==> config.mk <==
export PLATFORM = sky130hd
export DESIGN_NAME = small_key_set_table
export DESIGN_NICKNAME = d
export VERILOG_FILES = /design/src/hw/rtl/skst_pkg.sv /design/src/hw/rtl/skst_norm.sv /design/src/hw/rtl/skst_ctrl.sv /design/src/hw/rtl/small_key_set_table.sv
export SDC_FILE = /design/constraint.sdc
export NUM_CORES = 2
export LEC_CHECK = 0
export CAP_MARGIN = 20
export CORE_ASPECT_RATIO = 1.1
export CORE_MARGIN = 2
export CORE_UTILIZATION = 40
export CTS_CLUSTER_SIZE = 10
export DETAILED_ROUTE_END_ITERATION = 7
export DONT_BUFFER_PORTS = 1
export GPL_ROUTABILITY_DRIVEN = 0
export HOLD_SLACK_MARGIN = 0.12
export PLACE_DENSITY = 0.6
export SYNTH_ARGS = -nofsm -noshare
export SYNTH_HDL_FRONTEND = slang
export SYNTH_SLANG_ARGS = --single-unit
==> constraint.sdc <==
create_clock -name clock -period 17.8 [get_ports clock]
set_input_delay 0.89 -clock clock [delete_from_list [all_inputs] [get_ports clock]]
set_output_delay 0.89 -clock clock [all_outputs]
set_load 0.05 [all_outputs]
==> src/hw/rtl/skst_pkg.sv <==
// skst_pkg: shared types and constants for the small key set table
// operation and status codes, result bundle, default sizes
// no dependencies
`timescale 1ns / 1ps

package skst_pkg;

   localparam int MAX_ENTRIES_DEF = 16;
   localparam int KEY_BYTES_DEF   = 8;

   localparam int KEY_W   = 64;
   localparam int KIND_W  = 2;
   localparam int COUNT_W = 5;

   typedef enum logic [KIND_W-1:0] {
      KIND_ADD    = 2'd0,
      KIND_REMOVE = 2'd1,
      KIND_QUERY  = 2'd2,
      KIND_CLEAR  = 2'd3
   } kind_type;

   typedef enum logic [1:0] {
      STAT_OK      = 2'd0,
      STAT_FULL    = 2'd1,
      STAT_MISSING = 2'd2
   } status_type;

   typedef struct packed {
      logic [COUNT_W-1:0] entry_count;
      logic               present;
      status_type         status;
   } result_type;

endpackage

==> src/hw/rtl/skst_norm.sv <==
// skst_norm: key normalization, clears bytes from the first zero byte on
// and bytes beyond KEY_BYTES, keeps the low KEY_BYTES bytes
// depends on skst_pkg
`timescale 1ns / 1ps

module skst_norm #(
   parameter int KEY_BYTES = skst_pkg::KEY_BYTES_DEF
) (
   input  logic [skst_pkg::KEY_W-1:0] raw_key,
   output logic [8*KEY_BYTES-1:0]     norm_key
);

   always_comb begin
      logic alive;
      alive    = 1'b1;
      norm_key = '0;
      for (int b = 0; b < KEY_BYTES; b++) begin
         alive = alive & (raw_key[8*b +: 8] != 8'd0);
         norm_key[8*b +: 8] = alive ? raw_key[8*b +: 8] : 8'd0;
      end
   end

endmodule

==> src/hw/rtl/skst_ctrl.sv <==
// skst_ctrl: key memory and the sequencer that scans, appends and moves entries
// one transaction at a time, result handed on through a valid/ready pair
// depends on skst_pkg
`timescale 1ns / 1ps

module skst_ctrl #(
   parameter int MAX_ENTRIES = skst_pkg::MAX_ENTRIES_DEF,
   parameter int KEY_BYTES   = skst_pkg::KEY_BYTES_DEF
) (
   input  logic                   clock,
   input  logic                   reset,
   input  logic                   req_valid,
   output logic                   req_ready,
   input  skst_pkg::kind_type     req_kind,
   input  logic [8*KEY_BYTES-1:0] req_key,
   output logic                   res_valid,
   input  logic                   res_ready,
   output skst_pkg::result_type   res
);

   localparam int KW  = 8 * KEY_BYTES;
   localparam int CW  = $clog2(MAX_ENTRIES + 1);
   localparam int IW  = (MAX_ENTRIES > 1) ? $clog2(MAX_ENTRIES) : 1;
   localparam int OCW = skst_pkg::COUNT_W;

   typedef enum logic [4:0] {
      ST_IDLE    = 5'b00001,
      ST_SCAN    = 5'b00010,
      ST_MOVE_RD = 5'b00100,
      ST_MOVE_WR = 5'b01000,
      ST_DONE    = 5'b10000
   } state_type;

   state_type            state_ff, state_in;
   skst_pkg::kind_type   kind_ff, kind_in;
   skst_pkg::status_type status_ff, status_in;
   logic                 present_ff, present_in;
   logic [CW-1:0]        count_ff, count_in;
   logic [CW-1:0]        rd_idx_ff, rd_idx_in;
   logic [CW-1:0]        cmp_idx_ff, cmp_idx_in;
   logic                 cmp_valid_ff, cmp_valid_in;
   logic [KW-1:0]        key_ff, key_in;
   logic [IW-1:0]        pos_ff, pos_in;

   logic [KW-1:0] mem [MAX_ENTRIES];
   logic [KW-1:0] mem_q_ff;
   logic          mem_we, mem_re;
   logic [IW-1:0] mem_wa, mem_ra;
   logic [KW-1:0] mem_wd;

   logic [CW-1:0] count_m1;
   logic          hit, last;

   assign count_m1 = count_ff - CW'(1);
   assign hit      = cmp_valid_ff && (mem_q_ff == key_ff);
   assign last     = cmp_valid_ff && ((cmp_idx_ff + CW'(1)) == count_ff);

   always_comb begin
      state_in     = state_ff;
      kind_in      = kind_ff;
      status_in    = status_ff;
      present_in   = present_ff;
      count_in     = count_ff;
      rd_idx_in    = rd_idx_ff;
      cmp_idx_in   = cmp_idx_ff;
      cmp_valid_in = 1'b0;
      key_in       = key_ff;
      pos_in       = pos_ff;
      mem_we       = 1'b0;
      mem_wa       = count_ff[IW-1:0];
      mem_wd       = key_ff;
      mem_re       = 1'b0;
      mem_ra       = rd_idx_ff[IW-1:0];
      req_ready    = 1'b0;
      res_valid    = 1'b0;

      unique case (state_ff)
         ST_IDLE: begin
            req_ready = 1'b1;
            if (req_valid) begin
               kind_in    = req_kind;
               key_in     = req_key;
               status_in  = skst_pkg::STAT_OK;
               present_in = 1'b0;
               rd_idx_in  = '0;
               state_in   = ST_SCAN;
               unique case (req_kind)
                  skst_pkg::KIND_CLEAR: begin
                     count_in = '0;
                     state_in = ST_DONE;
                  end
                  skst_pkg::KIND_ADD: begin
                     if (count_ff >= CW'(MAX_ENTRIES)) begin
                        status_in = skst_pkg::STAT_FULL;
                        state_in  = ST_DONE;
                     end else if (count_ff == '0) begin
                        mem_we   = 1'b1;
                        mem_wd   = req_key;
                        count_in = CW'(1);
                        state_in = ST_DONE;
                     end
                  end
                  skst_pkg::KIND_REMOVE: begin
                     if (count_ff == '0) begin
                        status_in = skst_pkg::STAT_MISSING;
                        state_in  = ST_DONE;
                     end
                  end
                  default: begin
                     if (count_ff == '0) begin
                        state_in = ST_DONE;
                     end
                  end
               endcase
            end
         end
         ST_SCAN: begin
            if (rd_idx_ff < count_ff) begin
               mem_re       = 1'b1;
               rd_idx_in    = rd_idx_ff + CW'(1);
               cmp_valid_in = 1'b1;
               cmp_idx_in   = rd_idx_ff;
            end
            if (hit) begin
               state_in = ST_DONE;
               unique case (kind_ff)
                  skst_pkg::KIND_QUERY: present_in = 1'b1;
                  skst_pkg::KIND_REMOVE: begin
                     if (last) begin
                        count_in = count_m1;
                     end else begin
                        pos_in   = cmp_idx_ff[IW-1:0];
                        state_in = ST_MOVE_RD;
                     end
                  end
                  default: ;
               endcase
            end else if (last) begin
               state_in = ST_DONE;
               unique case (kind_ff)
                  skst_pkg::KIND_ADD: begin
                     mem_we   = 1'b1;
                     count_in = count_ff + CW'(1);
                  end
                  skst_pkg::KIND_REMOVE: status_in = skst_pkg::STAT_MISSING;
                  default: ;
               endcase
            end
         end
         ST_MOVE_RD: begin
            mem_re   = 1'b1;
            mem_ra   = count_m1[IW-1:0];
            state_in = ST_MOVE_WR;
         end
         ST_MOVE_WR: begin
            mem_we   = 1'b1;
            mem_wa   = pos_ff;
            mem_wd   = mem_q_ff;
            count_in = count_m1;
            state_in = ST_DONE;
         end
         ST_DONE: begin
            res_valid = 1'b1;
            if (res_ready) begin
               state_in = ST_IDLE;
            end
         end
         default: state_in = ST_IDLE;
      endcase
   end

   assign res.status      = status_ff;
   assign res.present     = present_ff;
   assign res.entry_count = OCW'(count_ff);

   always_ff @(posedge clock) begin
      if (reset) begin
         state_ff     <= ST_IDLE;
         kind_ff      <= skst_pkg::KIND_ADD;
         status_ff    <= skst_pkg::STAT_OK;
         present_ff   <= 1'b0;
         count_ff     <= '0;
         rd_idx_ff    <= '0;
         cmp_idx_ff   <= '0;
         cmp_valid_ff <= 1'b0;
      end else begin
         state_ff     <= state_in;
         kind_ff      <= kind_in;
         status_ff    <= status_in;
         present_ff   <= present_in;
         count_ff     <= count_in;
         rd_idx_ff    <= rd_idx_in;
         cmp_idx_ff   <= cmp_idx_in;
         cmp_valid_ff <= cmp_valid_in;
      end
   end

   always_ff @(posedge clock) begin
      key_ff <= key_in;
      pos_ff <= pos_in;
   end

   // key memory, one write and one registered read per cycle
   always_ff @(posedge clock) begin
      if (mem_we) begin
         mem[mem_wa] <= mem_wd;
      end
      if (mem_re) begin
         mem_q_ff <= mem[mem_ra];
      end
   end

endmodule

==> src/hw/rtl/small_key_set_table.sv <==
// small_key_set_table: top level of the bounded key set
// depends on skst_pkg, skst_norm and skst_ctrl
//
// usage
//   req channel: req_tuser carries the operation (add, remove, query, clear),
//   req_tdata the key, first byte in the low bits; the key is cut at its
//   first zero byte and at KEY_BYTES bytes before it is stored or compared
//   rsp channel: one transaction per request with status, present flag and
//   the number of keys held afterwards
//   clear, add to a full or empty set and requests on an empty set go
//   straight to the response; others scan the key memory one entry a
//   cycle, and a remove that moves the last entry into the freed slot
//   passes through a further read state and write state
//   one request at a time: the sequencer takes no new request before it
//   has finished the last; the next request is accepted once the previous
//   response sits in the output register
//   reset clears the count, so the set is empty; memory contents are kept
//   a stalled rsp side holds the response and, after one more request,
//   holds req_tready low
`timescale 1ns / 1ps

module small_key_set_table #(
   parameter int MAX_ENTRIES = skst_pkg::MAX_ENTRIES_DEF,
   parameter int KEY_BYTES   = skst_pkg::KEY_BYTES_DEF
) (
   input  logic                             clock,
   input  logic                             reset,
   input  logic                             req_tvalid,
   output logic                             req_tready,
   input  logic [skst_pkg::KEY_W-1:0]       req_tdata,  // key
   input  logic [skst_pkg::KIND_W-1:0]      req_tuser,  // kind
   output logic                             rsp_tvalid,
   input  logic                             rsp_tready,
   output logic [$bits(skst_pkg::result_type)-1:0] rsp_tdata  // status, present, entry_count
);

   localparam int KW = 8 * KEY_BYTES;

   logic [KW-1:0]        key_norm;
   logic                 res_valid, res_ready;
   skst_pkg::result_type res;

   logic                 rsp_valid_ff, rsp_valid_in;
   skst_pkg::result_type rsp_data_ff, rsp_data_in;

   skst_norm #(
      .KEY_BYTES (KEY_BYTES)
   ) u_norm (
      .raw_key  (req_tdata),
      .norm_key (key_norm)
   );

   skst_ctrl #(
      .MAX_ENTRIES (MAX_ENTRIES),
      .KEY_BYTES   (KEY_BYTES)
   ) u_ctrl (
      .clock     (clock),
      .reset     (reset),
      .req_valid (req_tvalid),
      .req_ready (req_tready),
      .req_kind  (skst_pkg::kind_type'(req_tuser)),
      .req_key   (key_norm),
      .res_valid (res_valid),
      .res_ready (res_ready),
      .res       (res)
   );

   // output register
   assign res_ready = !rsp_valid_ff || rsp_tready;

   always_comb begin
      rsp_valid_in = rsp_valid_ff;
      rsp_data_in  = rsp_data_ff;
      if (res_ready) begin
         rsp_valid_in = res_valid;
         if (res_valid) begin
            rsp_data_in = res;
         end
      end
   end

   always_ff @(posedge clock) begin
      if (reset) begin
         rsp_valid_ff <= 1'b0;
      end else begin
         rsp_valid_ff <= rsp_valid_in;
      end
   end

   always_ff @(posedge clock) begin
      rsp_data_ff <= rsp_data_in;
   end

   assign rsp_tvalid = rsp_valid_ff;
   assign rsp_tdata  = rsp_data_ff;

endmodule
==> impl_results.md <==
* Count of hold buffers inserted by post-cts repair at 0
* Number of distinct library cells after synthesis at 74
* Global-route wire length before repair at 203.6 mm
* Total core area at 121100 um^2
* Share of total power in the clock network at 38.1%
* Clock period minus final worst setup slack at 5499 ps
* Total routed wirelength at 140.5 mm
* I/O pin total at 80
* Post-CTS clock slew at the launch and capture registers of the worst setup and hold paths at 60 ps
* Setup Total Neg Slack at 0 ps
* Net load switching power at 1.681 mW
* Via count of the first global-routing pass at 29220
* Total power at 6.647 mW
* Synth Cell Area at 48680 um^2
* Met2 layer usage reported by global route at 35.04%
* Flop pwr share at 50.0%
* Starting DRC count in detailed routing at 4073
* Worst-margin pin slew at 1184 ps
* Fraction of power spent switching nets at 25.29%
* Share of synthesized registers carrying an async set or reset at 0%
* Post-synthesis average cell area at 13.00 um^2
* Setup CP Type: flip-flop to flip-flop
* Largest fanout on the critical path at 31
* Initial antenna violation count at 10
* Std cell rows at 134
* Register area share after synthesis at 72.91%
* Power per standard cell area at 122.5 nW/um^2
* Category of the worst setup path capture point: flip-flop
* Complex-gate fraction of the synthesized area at 8.030%
* Post-route fraction of the period consumed by the critical path at 30.90%
* Launching element type of the critical path: flip-flop
* VDD IR max at 0.07699 mV
* Drt via density at 5.769
* Area of the die at 124500 um^2
* Post-synthesis share of cell area spent on full adders, half adders and majority gates at 0.2827%
* Final number of max-transition violations at 0
* Leading cell type in the layout, fill and taps excluded: sky130_fd_sc_hd__edfxtp_1
* Max-capacitance violation count at 0
* Primary FF master, synth: sky130_fd_sc_hd__edfxtp_1
* Most used cells in the layout excluding fill and tap cells: 1164 x sky130_fd_sc_hd__edfxtp_1, 1076 x sky130_fd_sc_hd__nand2_1, 209 x sky130_fd_sc_hd__and3_1
* Maximum clock frequency at 181.8 MHz
* Routing layer with the top usage in global route: met2
* Area growth from synthesis to final layout at 11.49%
* Share of cells above drive strength 1 at 7.158%
* CTS Buffer Depth at 3
* Outcome: completed
* First-pass DRT Iterations at 7
* Count of synthesis-stage warnings from yosys at 0
* Post-cts gate resize count at 0
* M3 GR Usage at 6.543%
* Residual DRC at 0
* Worst hold path type: input port to flip-flop
* Hold Vio Cnt, Final at 0
* Count of final setup violators at 0
* Core occupancy in the finished layout at 44.83%
* Relative max-transition margin at 21.04%
* Starting density of the core at 40.21%
* Setup skew after layout at 42.55 ps
* Pin count of the biggest net entering global routing at 209
* Buffers added on ports at 0
* CTS tree: built
* Number of enable flip-flop cells after synthesis at 1164
* Post-Place Worst Slack at 12370 ps
* HPWL after detailed placement at 73.07 mm
* Synthesized-area fraction occupied by xor and xnor cells at 1.134%
* Synthesized netlist cell count at 3745
* Routed len/inst at 26.12 um
* Slack of the critical path at 12300 ps
* Syn_nets at 3826
* Overall Global Routing Usage at 22.21%
* Die Wd at 336.6 um
* Root cell of the clock tree: sky130_fd_sc_hd__clkbuf_16
* Part of the power in combinational logic at 11.9%
* Number of fill cells at 10780
* Required @ worst endpoint at 18170 ps
* Endpoint arrival time on the critical path at 5870 ps
* DRT antenna net count at 0
* Post-CTS Repair Setup Buffers at 0
* Clk sink count at 1191
* Internal power of the cells at 4.966 mW
* Unrepaired setup endpoints after global routing: no
* Proportion of synthesized area in mux cells at 0.2159%
* Remaining Overflow, GRT at 0
* Routed via count at 31030
* Number of nets in the layout at 3777
* Fraction of the mapped netlist area in simple logic gates at 14.66%
* Worst-Skew Late Latency at 770 ps
* Number of H-tree branching levels at 4
* #FFs+latches synth at 1191
* Met1 track demand over resource in global routing at 29.87%
* Die Height at 369.9 um
* Inserted Clock Buffers at 139
* Dominant combinational cell family by area after synthesis: simple AND/OR/NAND/NOR gates
* Leakage power at 18.28 nW
## registers in the layout, summed over array words and instances, names as in the netlist
signal               count
u_ctrl.kind_ff           2
u_ctrl.status_ff         2
u_ctrl.count_ff          5
u_ctrl.state_ff          5
u_ctrl.present_ff        1
u_ctrl.mem            1024
rsp_tdata                8
u_ctrl.key_ff           64
u_ctrl.pos_ff            4
u_ctrl.cmp_idx_ff        5
rsp_tvalid               1
u_ctrl.rd_idx_ff         5
u_ctrl.cmp_valid_ff      1
u_ctrl.mem_q_ff         64
## layout make-up
| cell class | count | area, um^2 | share of cell area [%] |
|---|---|---|---|
| Clock inverter | 11 | 123.9 | 0.2282 |
| Timing Repair Buffer | 66 | 561.8 | 1.035 |
| Antenna cell | 16 | 40.04 | 0.07377 |
| Inverter | 72 | 272.8 | 0.5026 |
| Multi-Input combinational cell | 2226 | 12000 | 22.10 |
| Sequential cell | 1191 | 35490 | 65.40 |
| Clock buffer | 164 | 3741 | 6.893 |
| Tap cell | 1632 | 2042 | 3.762 |
## cells in the mapped netlist, types with 4 or more instances
| cell | n | share of area [%] |
|---|---|---|
| sky130_fd_sc_hd__dfxtp_1 | 27 | 1.1 |
| sky130_fd_sc_hd__nor2b_1 | 20 | 0.26 |
| sky130_fd_sc_hd__mux2i_1 | 6 | 0.12 |
| sky130_fd_sc_hd__nor3_1 | 33 | 0.34 |
| sky130_fd_sc_hd__nand3_1 | 140 | 1.4 |
| sky130_fd_sc_hd__a311oi_1 | 129 | 2.3 |
| sky130_fd_sc_hd__a211oi_1 | 67 | 1.0 |
| sky130_fd_sc_hd__ha_1 | 11 | 0.28 |
| sky130_fd_sc_hd__and3_1 | 209 | 2.7 |
| sky130_fd_sc_hd__nand4_1 | 13 | 0.17 |
| sky130_fd_sc_hd__a21o_1 | 5 | 0.077 |
| sky130_fd_sc_hd__buf_1 | 6 | 0.046 |
| sky130_fd_sc_hd__a2111o_1 | 4 | 0.093 |
| sky130_fd_sc_hd__a222oi_1 | 39 | 0.80 |
| sky130_fd_sc_hd__a32oi_1 | 4 | 0.072 |
| sky130_fd_sc_hd__and2_1 | 38 | 0.49 |
| sky130_fd_sc_hd__a21oi_1 | 92 | 0.95 |
| sky130_fd_sc_hd__buf_2 | 63 | 0.65 |
| sky130_fd_sc_hd__xnor2_1 | 54 | 0.97 |
| sky130_fd_sc_hd__inv_1 | 70 | 0.54 |
| sky130_fd_sc_hd__edfxtp_1 | 1164 | 72 |
| sky130_fd_sc_hd__clkbuf_1 | 179 | 1.4 |
| sky130_fd_sc_hd__a22oi_1 | 19 | 0.29 |
| sky130_fd_sc_hd__o21ai_0 | 14 | 0.14 |
| sky130_fd_sc_hd__buf_4 | 7 | 0.11 |
| sky130_fd_sc_hd__nor2_1 | 27 | 0.21 |
| sky130_fd_sc_hd__a31oi_1 | 136 | 1.7 |
| sky130_fd_sc_hd__nand2_1 | 1077 | 8.3 |
| sky130_fd_sc_hd__or4_1 | 5 | 0.077 |
| sky130_fd_sc_hd__xor2_1 | 9 | 0.16 |
| sky130_fd_sc_hd__nor4_1 | 20 | 0.26 |
## critical path, cell delays in order (launching register included)
cell and delay [ps]:
sky130_fd_sc_hd__dfxtp_1 350, sky130_fd_sc_hd__nor3_1 300, sky130_fd_sc_hd__nand3b_1 210, sky130_fd_sc_hd__inv_2 290
sky130_fd_sc_hd__nand2_2 210, sky130_fd_sc_hd__inv_4 310, sky130_fd_sc_hd__and3_1 290, sky130_fd_sc_hd__nor2_4 50
sky130_fd_sc_hd__buf_4 270, sky130_fd_sc_hd__and2_1 480, sky130_fd_sc_hd__nor3_2 970, sky130_fd_sc_hd__buf_4 650
sky130_fd_sc_hd__buf_4 660
## cell families (layout without fill, tap and decap cells)
| family | count (synthesis) | in the layout |
|---|---|---|
| compound gates | 534 | 534 |
| xor+xnor | 63 | 63 |
| fa+ha+maj | 11 | 11 |
| buf+inv | 328 | 313 |
| flops | 1191 | 1191 |
| mux | 9 | 9 |
| other cells | 0 | 16 |
| simple gates | 1609 | 1609 |
## per-layer routing
metal  wire length (um)  vias up  part of all wire (%)
li1                   -    13800                     -
met1              56730    15610                    40
met2              65800     1404                    47
met3              14840      198                    11
met4               2992       18                   2.1
met5                138        -                 0.098
## power groups by stage
stage / Clock (mW) / Combinational (mW) / Sequential (mW)
floorplan: 0 / 0.501 / 3.37
global placement: 0 / 0.785 / 3.38
detailed placement: 0 / 0.785 / 3.38
CTS: 2.57 / 0.788 / 3.32
global route: 2.67 / 0.855 / 3.33
finish: 2.53 / 0.790 / 3.32
## stage by stage
stage	instances	cell area [um^2]	hold WS, ps
3_3_place_gp	5186	50360	420.2
6_report	5378	54270	192.6
2_1_floorplan	3745	48680	407.9
3_5_place_dp	5187	50370	424.9
5_1_grt	5363	54230	167.0
4_1_cts	5362	54230	153.9
## path summary, 6_finish.rpt
check	from	endpoint	cells after the start	slack, ps
max	u_ctrl.state_ff[2]	u_ctrl.mem[6][20]	12	12300
min	reset	rsp_tvalid	1	190
max reg2reg	u_ctrl.state_ff[2]	u_ctrl.mem[6][20]	12	12300
min reg2reg	u_ctrl.present_ff	rsp_tdata[2]	0	440
Power figures use the tool's default switching activity.
